**src/design/mwm_pkg.sv**
```systemverilog
// Shared types, constants and helper functions of the maze wall map unit.
`default_nettype none

package mwm_pkg;

  // Maze geometry.
  localparam int MAZE_SIZE = 16;
  localparam int WORD_W    = MAZE_SIZE;
  localparam int COORD_W   = 4;
  localparam int SAMPLE_W  = 12;
  localparam int NUM_WORDS = 2 * (MAZE_SIZE + 1);
  localparam int COL_BASE  = MAZE_SIZE + 1;
  localparam int ADDR_W    = $clog2(NUM_WORDS);

  localparam logic [WORD_W-1:0] WORD_ONES = {WORD_W{1'b1}};

  // Configuration port.
  localparam int CFG_IDX_W  = 2;
  localparam int CFG_DATA_W = SAMPLE_W;

  localparam logic [CFG_IDX_W-1:0] CFG_UPDATE_EN = 2'd0;
  localparam logic [CFG_IDX_W-1:0] CFG_LEFT_THR  = 2'd1;
  localparam logic [CFG_IDX_W-1:0] CFG_RIGHT_THR = 2'd2;
  localparam logic [CFG_IDX_W-1:0] CFG_FRONT_THR = 2'd3;

  localparam logic [SAMPLE_W-1:0] THR_RESET = 12'd1000;

  // Index of the last of the three sensor edges of a sense transaction.
  localparam logic [1:0] LAST_STEP = 2'd2;

  typedef enum logic [1:0] {
    REQ_SENSE = 2'd0,
    REQ_QUERY = 2'd1,
    REQ_CLEAR = 2'd2
  } req_e;

  typedef enum logic [1:0] {
    SIDE_N = 2'd0,
    SIDE_E = 2'd1,
    SIDE_S = 2'd2,
    SIDE_W = 2'd3
  } side_e;

  typedef enum logic [1:0] {
    MAP_MEAS = 2'd0,
    MAP_SRCH = 2'd1,
    MAP_VIS  = 2'd2
  } map_e;

  // Sequencer states of the top level.
  typedef enum logic [1:0] {
    ST_IDLE,
    ST_READ,
    ST_MODIFY,
    ST_DONE
  } state_e;

  // One memory entry holds the same edge word of all three maps.
  typedef struct packed {
    logic [WORD_W-1:0] meas;
    logic [WORD_W-1:0] srch;
    logic [WORD_W-1:0] vis;
  } entry_t;

  typedef struct packed {
    logic              en;
    logic [ADDR_W-1:0] addr;
  } mem_rd_t;

  typedef struct packed {
    logic              en;
    logic [ADDR_W-1:0] addr;
    entry_t            data;
  } mem_wr_t;

  // Contents of an entry after reset or after a clear transaction.
  // Row words live at addresses 0..MAZE_SIZE, column words after them.
  function automatic entry_t reset_entry(logic [ADDR_W-1:0] addr);
    entry_t            e;
    logic              is_col;
    logic [ADDR_W-1:0] idx;
    is_col = (addr >= ADDR_W'(COL_BASE));
    idx    = is_col ? (addr - ADDR_W'(COL_BASE)) : addr;
    e.srch = WORD_ONES;
    e.meas = '0;
    if ((idx == '0) || (idx == ADDR_W'(MAZE_SIZE))) begin
      e.meas = WORD_ONES;
    end else if (is_col && (idx == ADDR_W'(1))) begin
      e.meas = WORD_W'(1);
    end
    if (!is_col && (idx == ADDR_W'(1))) begin
      e.srch = WORD_ONES & ~WORD_W'(1);
    end
    e.vis = e.meas;
    return e;
  endfunction

  // Memory address of the word that holds one side of cell (x,y).
  function automatic logic [ADDR_W-1:0] edge_addr(logic [COORD_W-1:0] x,
                                                 logic [COORD_W-1:0] y,
                                                 side_e side);
    logic [ADDR_W-1:0] a;
    case (side)
      SIDE_N:  a = ADDR_W'(y) + ADDR_W'(1);
      SIDE_E:  a = ADDR_W'(COL_BASE) + ADDR_W'(x) + ADDR_W'(1);
      SIDE_S:  a = ADDR_W'(y);
      default: a = ADDR_W'(COL_BASE) + ADDR_W'(x);
    endcase
    return a;
  endfunction

endpackage

`default_nettype wire

```
**src/design/mwm_store.sv**
```systemverilog
// Edge word memory of the three wall maps, with per-entry valid bits for fast clearing.
`default_nettype none

module mwm_store (
  input  wire                 clk_i,
  input  wire                 rst_ni,
  input  wire                 clear_i,
  input  mwm_pkg::mem_rd_t    rd_i,
  input  mwm_pkg::mem_wr_t    wr_i,
  output mwm_pkg::entry_t     rd_data_o
);

  mwm_pkg::entry_t                 mem_q [mwm_pkg::NUM_WORDS];
  logic [mwm_pkg::NUM_WORDS-1:0]   valid_q;
  mwm_pkg::entry_t                 rd_word_q;
  logic                            rd_valid_q;
  logic [mwm_pkg::ADDR_W-1:0]      rd_addr_q;

  always_ff @(posedge clk_i) begin
    if (wr_i.en) begin
      mem_q[wr_i.addr] <= wr_i.data;
    end
    if (rd_i.en) begin
      rd_word_q <= mem_q[rd_i.addr];
      rd_addr_q <= rd_i.addr;
    end
  end

  // An entry never written since the last clear reads as its reset contents.
  always_ff @(posedge clk_i or negedge rst_ni) begin
    if (!rst_ni) begin
      valid_q    <= '0;
      rd_valid_q <= 1'b0;
    end else begin
      if (clear_i) begin
        valid_q <= '0;
      end else if (wr_i.en) begin
        valid_q[wr_i.addr] <= 1'b1;
      end
      if (rd_i.en) begin
        rd_valid_q <= valid_q[rd_i.addr];
      end
    end
  end

  assign rd_data_o = rd_valid_q ? rd_word_q : mwm_pkg::reset_entry(rd_addr_q);

endmodule

`default_nettype wire

```
**src/design/maze_wall_map_update_query_unit.sv**
```systemverilog
// Top level of the maze wall map unit: configuration, sequencer and output register.
// Each sense edge is a memory read and a write-back; a clear or ignored transaction goes
// straight to completion. Only one transaction is in work at a time; the next is accepted
// in the same cycle as the result goes valid, and an output stall holds a finished
// transaction until its result is taken.
// Reset: thresholds go to 1000, updating is enabled and all maps read as their initial
// walls at once through the memory's valid bits; no clearing pass is needed.
`default_nettype none

module maze_wall_map_update_query_unit (
  input  wire                             clk_i,
  input  wire                             rst_ni,
  // Configuration write channel.
  input  wire                             cfg_valid_i,
  output logic                            cfg_ready_o,
  input  wire [mwm_pkg::CFG_IDX_W-1:0]    cfg_index_i,
  input  wire [mwm_pkg::CFG_DATA_W-1:0]   cfg_data_i,
  // Request channel.
  input  wire                             in_valid_i,
  output logic                            in_ready_o,
  input  wire [1:0]                       req_type_i,
  input  wire [mwm_pkg::COORD_W-1:0]      cell_x_i,
  input  wire [mwm_pkg::COORD_W-1:0]      cell_y_i,
  input  wire [1:0]                       heading_i,
  input  wire [mwm_pkg::SAMPLE_W-1:0]     left_sample_i,
  input  wire [mwm_pkg::SAMPLE_W-1:0]     right_sample_i,
  input  wire [mwm_pkg::SAMPLE_W-1:0]     front_sample_i,
  input  wire [2:0]                       query_side_i,
  input  wire [1:0]                       map_select_i,
  // Result channel.
  output logic                            out_valid_o,
  input  wire                             out_ready_i,
  output logic                            wall_present_o
);

  // The sequencer walks a sense transaction through its edges (left, right,
  // front), each as a read of the edge word followed by a write-back. A query reads
  // one word and picks the bit. Consecutive accesses never hit the same word in the
  // same cycle, so the memory needs no forwarding.
  mwm_pkg::state_e state_q, state_d;

  // Configuration registers.
  logic                           update_en_q;
  logic [mwm_pkg::SAMPLE_W-1:0]   left_thr_q;
  logic [mwm_pkg::SAMPLE_W-1:0]   right_thr_q;
  logic [mwm_pkg::SAMPLE_W-1:0]   front_thr_q;

  // Transaction held while it is worked on.
  logic [1:0]                     req_q;
  logic [mwm_pkg::COORD_W-1:0]    x_q;
  logic [mwm_pkg::COORD_W-1:0]    y_q;
  logic [1:0]                     head_q;
  logic [mwm_pkg::SAMPLE_W-1:0]   ls_q;
  logic [mwm_pkg::SAMPLE_W-1:0]   rs_q;
  logic [mwm_pkg::SAMPLE_W-1:0]   fs_q;
  logic [1:0]                     qside_q;
  logic [1:0]                     sel_q;

  logic [1:0]                     step_q, step_d;
  logic                           result_q, result_d;
  logic                           out_valid_q;
  logic                           out_data_q;

  logic                           in_ready;
  logic                           load_out;
  logic                           store_clear;
  mwm_pkg::mem_rd_t               rd;
  mwm_pkg::mem_wr_t               wr;
  mwm_pkg::entry_t                rd_data;

  logic                           cell_ok;
  logic                           sel_ok;
  mwm_pkg::side_e                 step_side;
  mwm_pkg::side_e                 cur_side;
  logic [mwm_pkg::SAMPLE_W-1:0]   cur_sample;
  logic [mwm_pkg::SAMPLE_W-1:0]   cur_thr;
  logic                           wall_seen;
  logic [mwm_pkg::ADDR_W-1:0]     cur_addr;
  logic [mwm_pkg::WORD_W-1:0]     bit_mask;
  logic [mwm_pkg::WORD_W-1:0]     query_word;
  mwm_pkg::entry_t                new_entry;

  mwm_store u_store (
    .clk_i     (clk_i),
    .rst_ni    (rst_ni),
    .clear_i   (store_clear),
    .rd_i      (rd),
    .wr_i      (wr),
    .rd_data_o (rd_data)
  );

  // Configuration writes are always taken; the user must send them only while idle.
  assign cfg_ready_o = 1'b1;

  always_ff @(posedge clk_i or negedge rst_ni) begin
    if (!rst_ni) begin
      update_en_q <= 1'b1;
      left_thr_q  <= mwm_pkg::THR_RESET;
      right_thr_q <= mwm_pkg::THR_RESET;
      front_thr_q <= mwm_pkg::THR_RESET;
    end else if (cfg_valid_i) begin
      unique case (cfg_index_i)
        mwm_pkg::CFG_UPDATE_EN: update_en_q <= cfg_data_i[0];
        mwm_pkg::CFG_LEFT_THR:  left_thr_q  <= cfg_data_i;
        mwm_pkg::CFG_RIGHT_THR: right_thr_q <= cfg_data_i;
        mwm_pkg::CFG_FRONT_THR: front_thr_q <= cfg_data_i;
        default: ;
      endcase
    end
  end

  // Cells beyond the maze only exist for maze sizes below the coordinate range.
  assign cell_ok = (32'(cell_x_i) < 32'(mwm_pkg::MAZE_SIZE)) &&
                   (32'(cell_y_i) < 32'(mwm_pkg::MAZE_SIZE));
  assign sel_ok  = (map_select_i == mwm_pkg::MAP_MEAS) ||
                   (map_select_i == mwm_pkg::MAP_SRCH) ||
                   (map_select_i == mwm_pkg::MAP_VIS);

  // The step counter picks the sensor: left looks to heading plus three, right to
  // heading plus one, and front straight ahead.
  always_comb begin
    case (step_q)
      2'd0: begin
        step_side  = mwm_pkg::side_e'(head_q + 2'd3);
        cur_sample = ls_q;
        cur_thr    = left_thr_q;
      end
      2'd1: begin
        step_side  = mwm_pkg::side_e'(head_q + 2'd1);
        cur_sample = rs_q;
        cur_thr    = right_thr_q;
      end
      default: begin
        step_side  = mwm_pkg::side_e'(head_q);
        cur_sample = fs_q;
        cur_thr    = front_thr_q;
      end
    endcase
  end

  assign cur_side  = (req_q == mwm_pkg::REQ_QUERY) ? mwm_pkg::side_e'(qside_q) : step_side;
  assign wall_seen = cur_sample > cur_thr;
  assign cur_addr  = mwm_pkg::edge_addr(x_q, y_q, cur_side);
  assign bit_mask  = mwm_pkg::WORD_W'(1) <<
                     (((cur_side == mwm_pkg::SIDE_N) || (cur_side == mwm_pkg::SIDE_S)) ?
                      x_q : y_q);

  // A seen wall is set in the measured map, a free edge is opened in the search map,
  // and the visited map records the edge either way.
  always_comb begin
    new_entry = rd_data;
    if (wall_seen) begin
      new_entry.meas = rd_data.meas | bit_mask;
    end else begin
      new_entry.srch = rd_data.srch & ~bit_mask;
    end
    new_entry.vis = rd_data.vis | bit_mask;
  end

  always_comb begin
    case (sel_q)
      mwm_pkg::MAP_MEAS: query_word = rd_data.meas;
      mwm_pkg::MAP_SRCH: query_word = rd_data.srch;
      default:           query_word = rd_data.vis;
    endcase
  end

  always_ff @(posedge clk_i or negedge rst_ni) begin
    if (!rst_ni) begin
      state_q     <= mwm_pkg::ST_IDLE;
      step_q      <= '0;
      result_q    <= 1'b0;
      out_valid_q <= 1'b0;
    end else begin
      state_q  <= state_d;
      step_q   <= step_d;
      result_q <= result_d;
      if (load_out) begin
        out_valid_q <= 1'b1;
      end else if (out_ready_i) begin
        out_valid_q <= 1'b0;
      end
    end
  end

  always_ff @(posedge clk_i) begin
    if (in_valid_i && in_ready) begin
      req_q   <= req_type_i;
      x_q     <= cell_x_i;
      y_q     <= cell_y_i;
      head_q  <= heading_i;
      ls_q    <= left_sample_i;
      rs_q    <= right_sample_i;
      fs_q    <= front_sample_i;
      qside_q <= query_side_i[1:0];
      sel_q   <= map_select_i;
    end
    if (load_out) begin
      out_data_q <= result_q;
    end
  end

  always_comb begin
    state_d     = state_q;
    step_d      = step_q;
    result_d    = result_q;
    in_ready    = 1'b0;
    load_out    = 1'b0;
    store_clear = 1'b0;
    rd          = '0;
    wr          = '0;
    unique case (state_q)
      mwm_pkg::ST_IDLE: begin
        in_ready = 1'b1;
        if (in_valid_i) begin
          step_d   = '0;
          result_d = 1'b0;
          state_d  = mwm_pkg::ST_DONE;
          case (req_type_i)
            mwm_pkg::REQ_SENSE: begin
              if (update_en_q && cell_ok) begin
                state_d = mwm_pkg::ST_READ;
              end
            end
            mwm_pkg::REQ_QUERY: begin
              if (cell_ok && sel_ok) begin
                state_d = mwm_pkg::ST_READ;
              end
            end
            mwm_pkg::REQ_CLEAR: store_clear = 1'b1;
            default: ;
          endcase
        end
      end
      mwm_pkg::ST_READ: begin
        rd.en   = 1'b1;
        rd.addr = cur_addr;
        state_d = mwm_pkg::ST_MODIFY;
      end
      mwm_pkg::ST_MODIFY: begin
        if (req_q == mwm_pkg::REQ_QUERY) begin
          result_d = |(query_word & bit_mask);
          state_d  = mwm_pkg::ST_DONE;
        end else begin
          wr.en   = 1'b1;
          wr.addr = cur_addr;
          wr.data = new_entry;
          step_d  = step_q + 2'd1;
          state_d = (step_q == mwm_pkg::LAST_STEP) ? mwm_pkg::ST_DONE : mwm_pkg::ST_READ;
        end
      end
      mwm_pkg::ST_DONE: begin
        if (!out_valid_q || out_ready_i) begin
          load_out = 1'b1;
          state_d  = mwm_pkg::ST_IDLE;
        end
      end
      default: state_d = mwm_pkg::ST_IDLE;
    endcase
  end

  assign in_ready_o     = in_ready;
  assign out_valid_o    = out_valid_q;
  assign wall_present_o = out_data_q;

  // The memory is never read and written in the same cycle.
  assert property (@(posedge clk_i) disable iff (!rst_ni) !(rd.en && wr.en))
    else $error("map memory read and write in the same cycle");

  // Every write-back follows a read of the same word in the previous cycle.
  assert property (@(posedge clk_i) disable iff (!rst_ni)
                   wr.en |-> ($past(rd.en) && ($past(rd.addr) == wr.addr)))
    else $error("map write-back without a matching read");

  // A clear finishes its transaction without touching the memory port.
  assert property (@(posedge clk_i) disable iff (!rst_ni)
                   store_clear |=> (state_q == mwm_pkg::ST_DONE))
    else $error("clear transaction did not go straight to completion");

endmodule

`default_nettype wire
```
**config.mk**
```make
export PLATFORM = sky130hd
export DESIGN_NAME = maze_wall_map_update_query_unit
export DESIGN_NICKNAME = d
export VERILOG_FILES = /design/src/design/mwm_pkg.sv /design/src/design/mwm_store.sv /design/src/design/maze_wall_map_update_query_unit.sv
export SDC_FILE = /design/constraint.sdc
export NUM_CORES = 2
export LEC_CHECK = 0
export ABC_AREA = 1
export BUFFER_PORTS_ARGS = -buffer_cell sky130_fd_sc_hd__buf_2
export CORE_MARGIN = 5
export CORE_UTILIZATION = 38
export CTS_CLUSTER_SIZE = 30
export DETAILED_ROUTE_END_ITERATION = 6
export MAX_ROUTING_LAYER = met4
export SYNTH_ARGS = -nofsm -noshare
export SYNTH_HDL_FRONTEND = slang
export SYNTH_SLANG_ARGS = --single-unit
```
**constraint.sdc**
```tcl
create_clock -name clk_i -period 10 [get_ports clk_i]
set_input_delay 0 -clock clk_i [delete_from_list [all_inputs] [get_ports clk_i]]
set_output_delay 0 -clock clk_i [all_outputs]
set_load 0.01 [all_outputs]
```
* After elaboration in Yosys (flattened, before gate mapping)
Memories as Yosys holds them, arrays and structs flattened. A register that Yosys moved wholly into a read port is not among the register bits.
Cells that the tools add are included.
** Storage, ports and cells
- Register bits after elaboration :: 137
- Bits in writable memories :: 1632
- Output and inout bits :: 4
- Word-level logic and storage cells :: 140
- Memories kept :: 1
** Operators by class
- $add $sub $neg :: 7
- Order comparisons :: 5
- Equality and inequality tests :: 22
- Shift operators :: 1
- Muxes and demuxes :: 47
- Bitwise operators :: 6
- Reductions and logical operators :: 30
** Memories
- u_store.mem_q :: depth 34, bits a word 48, rd ports 1, clocked after memory_dff 1, write ports 1, RTL line mwm_store.sv:13 : mwm_pkg::entry_t mem_q [mwm_pkg::NUM_WORDS];
** Operators with widths (count)
- 55-bit two-way mux :: 2
- 34-bit two-way mux :: 2
- 16-bit two-way mux :: 3
- 48-bit two-way mux :: 1
- 12-bit case mux with 2 select lines :: 2
- 34-bit OR :: 1
- 16-bit AND :: 2
- 16-bit OR :: 2
- 16-bit case mux with 2 select lines :: 1
- 2-bit two-way mux :: 9
- 6-bit case mux with 3 select lines :: 1
- 2-bit by 1-bit equality test with 1-bit output, second input constant :: 8
- 2-bit equality test, second input constant :: 8
- 1-bit two-way mux :: 16
- 16-bit NOT :: 1
- 16-bit OR reduction :: 1
- 1-bit by 4-bit left shift with 16-bit output, first input constant :: 1
- 2-bit zero test :: 7
- 6-bit by 7-bit < comparator with 1-bit output, second input constant :: 2
- 12-bit greater-than comparator :: 1
- 2-bit case mux with 2 select lines :: 3
- 2-bit AND reduction :: 5
- 2-bit != test, second input constant :: 4
- 2-bit case mux with 4 select lines :: 1
- 22 further kinds :: 34

* Longest topological paths before layout
- Word-level depth :: 19
- Depth in mapped cells :: 24
- Gate-level depth less buffers :: 21

* Cells and area by module
From an unflattened synthesis, not the netlist that was laid out.
** Second synthesis, totals
- Cells, all modules :: 6319
- Area, all modules :: 74609.1 um^2
** Modules (own cells, without submodules)
- mwm_store :: instances 1, cells an instance 5608, area an instance 68899.8 um^2, sequential area each 51504.4 um^2
- maze_wall_map_update_query_unit :: instances 1, cells an instance 711, area an instance 5709.2 um^2, sequential area each 2691.3 um^2

* Least setup slack after synthesis
Ideal clock, no wire load.
- Path kind :: flip-flop to flip-flop
- Start point :: reg step_q[1]
- End point :: mem u_store.mem_q[33][0] (netlist bit) (enable)
- Setup time :: 0.576 ns
- Arrival :: 6.456 ns
- Required time :: 9.424 ns
- Setup slack :: 2.968 ns
- Stages on the path, launching flop included :: 17
- Cell sequence :: dfrtp_1 > inv_1 > ha_1 > buf_4 > nor2_1 > nand2_1 > nand3_2 > nand3_4 > nand2_4 > inv_2 > nor2_4 > nand2_2 > nand2_2 > nor2_1 > inv_1 > nand2_1 > nor4_1
** On the way
- Longest elaborated chain between the ends :: 7
- Elaborated cells between the ends (all ways) :: 10
** RTL lines
- start, declared :: RTL line maze_wall_map_update_query_unit.sv:59 : logic [1:0] step_q, step_d;
- start signal, assigned :: RTL line maze_wall_map_update_query_unit.sv:176 : step_q <= step_d;
- 2-bit by 1-bit equality test with 1-bit output / 2-bit zero test (equally long branches) :: RTL line maze_wall_map_update_query_unit.sv:122 : case (step_q)
- 2-bit case mux with 2 select lines (*) :: RTL line maze_wall_map_update_query_unit.sv:122
- 2-bit two-way mux (*) :: RTL line maze_wall_map_update_query_unit.sv:141 : assign cur_side = (req_q == mwm_pkg::REQ_QUERY) ? mwm_pkg::side_e'(qside_q) : step_side;
- 2-bit equality test, or another cell as far along :: RTL line mwm_pkg.sv:103 : case (side)
- 6-bit case mux with 3 select lines (*) :: RTL line mwm_pkg.sv:103
- 55-bit two-way mux (*) :: RTL line maze_wall_map_update_query_unit.sv:241 : if (req_q == mwm_pkg::REQ_QUERY) begin
- 55-bit two-way mux (*) :: RTL line maze_wall_map_update_query_unit.sv:212 : unique case (state_q)
- end, declared :: RTL line mwm_store.sv:13
Mark *: on every way between the ends. The rest lies on a longest branch, timed or not.

* Worst setup path in the final report
- Start point :: reg step_q[1]
- End point :: mem u_store.mem_q[0][21] (netlist bit) (enable)
Same word-level chain as after synthesis.

==> results.py <==
metrics = {
    "grt": {
        "antenna_found_initial": 2,
        "grt_start_max_net_pins": 204,
        "top_usage_layer": "met2",
        "groute.layer.met3.usage": 0.0342,
        "use_met2": 0.313,
        "grt_pass1_wl_um": 316000,
        "grt_pass1_vias": 47900,
        "grt_usage": 0.204,
        "gr-total-overflow": 0,
        "grt_util_met1": 0.282,
    },
    "floorplan": {
        "core-area_mm2": 0.199,
        "ioPinCount": 76,
        "rows": 164,
        "fp.dieW_um": 457,
        "die_h_um": 457,
        "dieArea_mm2": 0.209,
        "initial_core_util": 0.381,
    },
    "sta": {
        "setup_viol": 0,
        "skew_ns": 0.0305,
        "setup_tns_ns": 0,
        "fmax_ghz": 0.179,
        "slew_headroom": 0.132,
        "fin_ws_ns": 4.41,
        "hold_viol_final": 0,
        "min_period_over_period": 0.559,
        "fin_crit_ns": 5.59,
        "slew_violations": 0,
        "rsz0062_at_grt": "false",
        "worst_pin_slew_ns": 1.30,
    },
    "placement": {
        "dp_slack_ns": 4.39,
        "gp_congestion": 0.884,
        "dpl.hpwl_um": 102000,
        "io_buffers": 73,
    },
    "synth": {
        "yosys_warnings": 0,
        "post_synth_num_cell_types": 52,
        "netlist_area_mm2": 0.0760,
        "synth-seq-cells": 1817,
        "synth_fp_nets": 6984,
        "synth_cells": 6892,
        "syn_avg_cell_area_um2": 11.0,
        "seq_area_frac_synth": 0.713,
    },
    "detailed_routing": {
        "vias": 51600,
        "ant_nets": 0,
        "drtIter0Drc": 6011,
        "routed_wl_um": 214000,
        "wl_per_cell_um": 21.8,
        "drtPass1Iterations": 6,
        "drc": 0,
        "via_per_inst": 5.24,
    },
    "layout": {
        "n_fill_cell": 18200,
        "final_common_cell": "nand2_1",
        "final_cell_mix": "3,001 x nand2_1, 1,739 x edfxtp_1, 879 x nand3_1",
        "multi_input_area_mm2": 0.0196,
        "regArea_mm2": 0.0542,
        "final_nets": 7114,
        "syn_to_final_growth_pct": 13.9,
        "layout-drive-gt1-share": 0.0864,
    },
    "power_and_ir_drop": {
        "powerDensity_mw_per_mm2": 293,
        "leakage_nw": 33.0,
        "vdd.ir_drop.worst_mv": 0.271,
    },
    "critical_path": {
        "cp-start-kind": "register",
        "critical_path_arrival_ns": 6.03,
        "required_ns": 10.44,
        "critPathMaxFanout": 36,
        "critPathCaptureType": "register",
        "path_class": "register to register",
    },
    "clock_network": {
        "numCtsBuffers": 190,
        "clockRootBuffer": "clkbuf_16",
        "clock_sinks": 1817,
        "cts_max_level": 4,
        "clkTransAtPathRegs_ns": 0.06,
        "clk_path_buf_depth": 3,
        "post-cts-setup-buffers": 0,
        "clk-insertion-delay-late_ns": 0.83,
        "cts_tree": "done",
    },
    "flow_run": {
        "drv_cap": 0,
    },
    "run_status": {
        "status": "finished, final reports clean",
    },
    "hold_path": {
        "hold_class": "input port to register",
    },
}
==> layout make-up <==
type | count | share of cell area
Timing Repair Buffer | 329 | 0.0326
Tap cell | 2656 | 0.0384
Multi-Input combinational cell | 4563 | 0.227
Inverter | 121 | 0.00634
Clock buffer | 245 | 0.0584
Clock inverter | 102 | 0.0119
Antenna cell | 2 | 0.0000578
Sequential cell | 1817 | 0.626
==> cells in the mapped netlist, drive strengths merged <==
master   number  share of area
nand2      3010           0.15
edfxtp     1739           0.69
nand3       883          0.058
buf         300          0.022
nor2        240          0.012
o21ai       185          0.012
inv         119         0.0059
clkbuf       91         0.0045
a21oi        83         0.0055
dfrtp        59          0.019
or2          44         0.0036
o211ai       33         0.0033
ha           20         0.0033
dfstp        19         0.0066
a22o         12         0.0014
nor3         12         0.0013
a211oi       11         0.0011
nand3b        8        0.00079
nand4         8        0.00066
xor2          3        0.00035
clkinv        2        0.00012
a2111oi       1        0.00012
a22oi         1       0.000099
a41oi         1        0.00012
and2          1       0.000082
conb          1       0.000049
nor4          1       0.000082
o2111ai       1        0.00012
o221ai        1        0.00012
o22ai         1       0.000082
o31ai         1       0.000099
xnor2         1        0.00012
==> where the power goes <==
part	total (mW)	internal, mW	switching (mW)
Combinational	8.38	2.13	6.25
Sequential	10.0	9.83	0.216
Clock	6.93	3.95	2.98
==> through the flow <==
stage	hold slack, ns	instance area, um^2	power (mW)	std cells	utilization
after floorplan	-0.296	76000	15.7	6892	-
after global placement	0.178	79100	18.3	9350	0.397
after detailed placement	0.179	79100	18.4	9350	0.397
after CTS	0.00150	86600	25.4	9833	0.434
after global routing	0.0632	86600	26.6	9835	0.434
final	0.0506	86600	25.4	9835	0.434
==> worst max-delay path, cell delays in order, from the launching register on <==
cell	delay, ns
dfrtp_1	0.42
inv_1	0.16
ha_1	0.17
buf_4	0.35
inv_2	0.06
nand2_1	0.06
nand2_1	0.07
nand3_2	0.08
nand3_4	0.09
nand2_4	0.10
inv_2	0.07
nor2_4	0.12
nand2_2	0.09
nand2_2	0.63
nor2_1	0.14
inv_1	0.13
nand2_1	0.13
a21oi_2	0.18
nand2_1	0.21
nor3_4	0.97
buf_4	0.90
==> per-layer routing <==
layer,share of wire,wire length [um]
met5,0,0
met4,0.028,6040
met1,0.43,92300
met3,0.083,17800
met2,0.46,97800
==> final timing paths <==
check	from	depth (start not counted)	end	slack, ns
setup / recovery	step_q[1]	20	u_store.mem_q[0][21]	4.41
hold / removal	cfg_data_i[5]	4	front_thr_q[5]	0.05
setup reg to reg	step_q[1]	20	u_store.mem_q[0][21]	4.41
hold reg to reg	result_q	0	wall_present_o	0.47
max in group asynchronous	rst_ni	4	out_valid_o	9.23
min in group asynchronous	rst_ni	3	right_thr_q[9]	0.42
==> what timing repair did <==
item | in CTS | in global routing
resized for setup | 0 | 0
hold endpoints to repair | 208 | 0
hold buffers | 136 | 0
==> kinds of logic after synthesis <==
kind of cell | share of synthesized area
other | 0.0000493
AND/OR/NAND/NOR | 0.227
adder cells (fa/ha/maj) | 0.00329
flip-flops | 0.713
buffers and inverters | 0.0324
AO/OA/AOI/OAI | 0.0243
XOR/XNOR | 0.000461
==> flip-flops by register name, indices dropped and copies added (netlist names) <==
name and flops:
u_store.mem_q 1632, update_en_q 1, out_valid_o 1, x_q 4, fs_q 12, left_thr_q 12
sel_q 2, y_q 4, u_store.rd_word_q 48, front_thr_q 12, head_q 2, result_q 1
u_store.rd_valid_q 1, state_q 2, u_store.rd_addr_q 6, wall_present_o 1, rs_q 12, step_q 2
ls_q 12, right_thr_q 12, u_store.valid_q 34, qside_q 2, req_q 2
No activity file was read; power rests on OpenSTA's default activity.
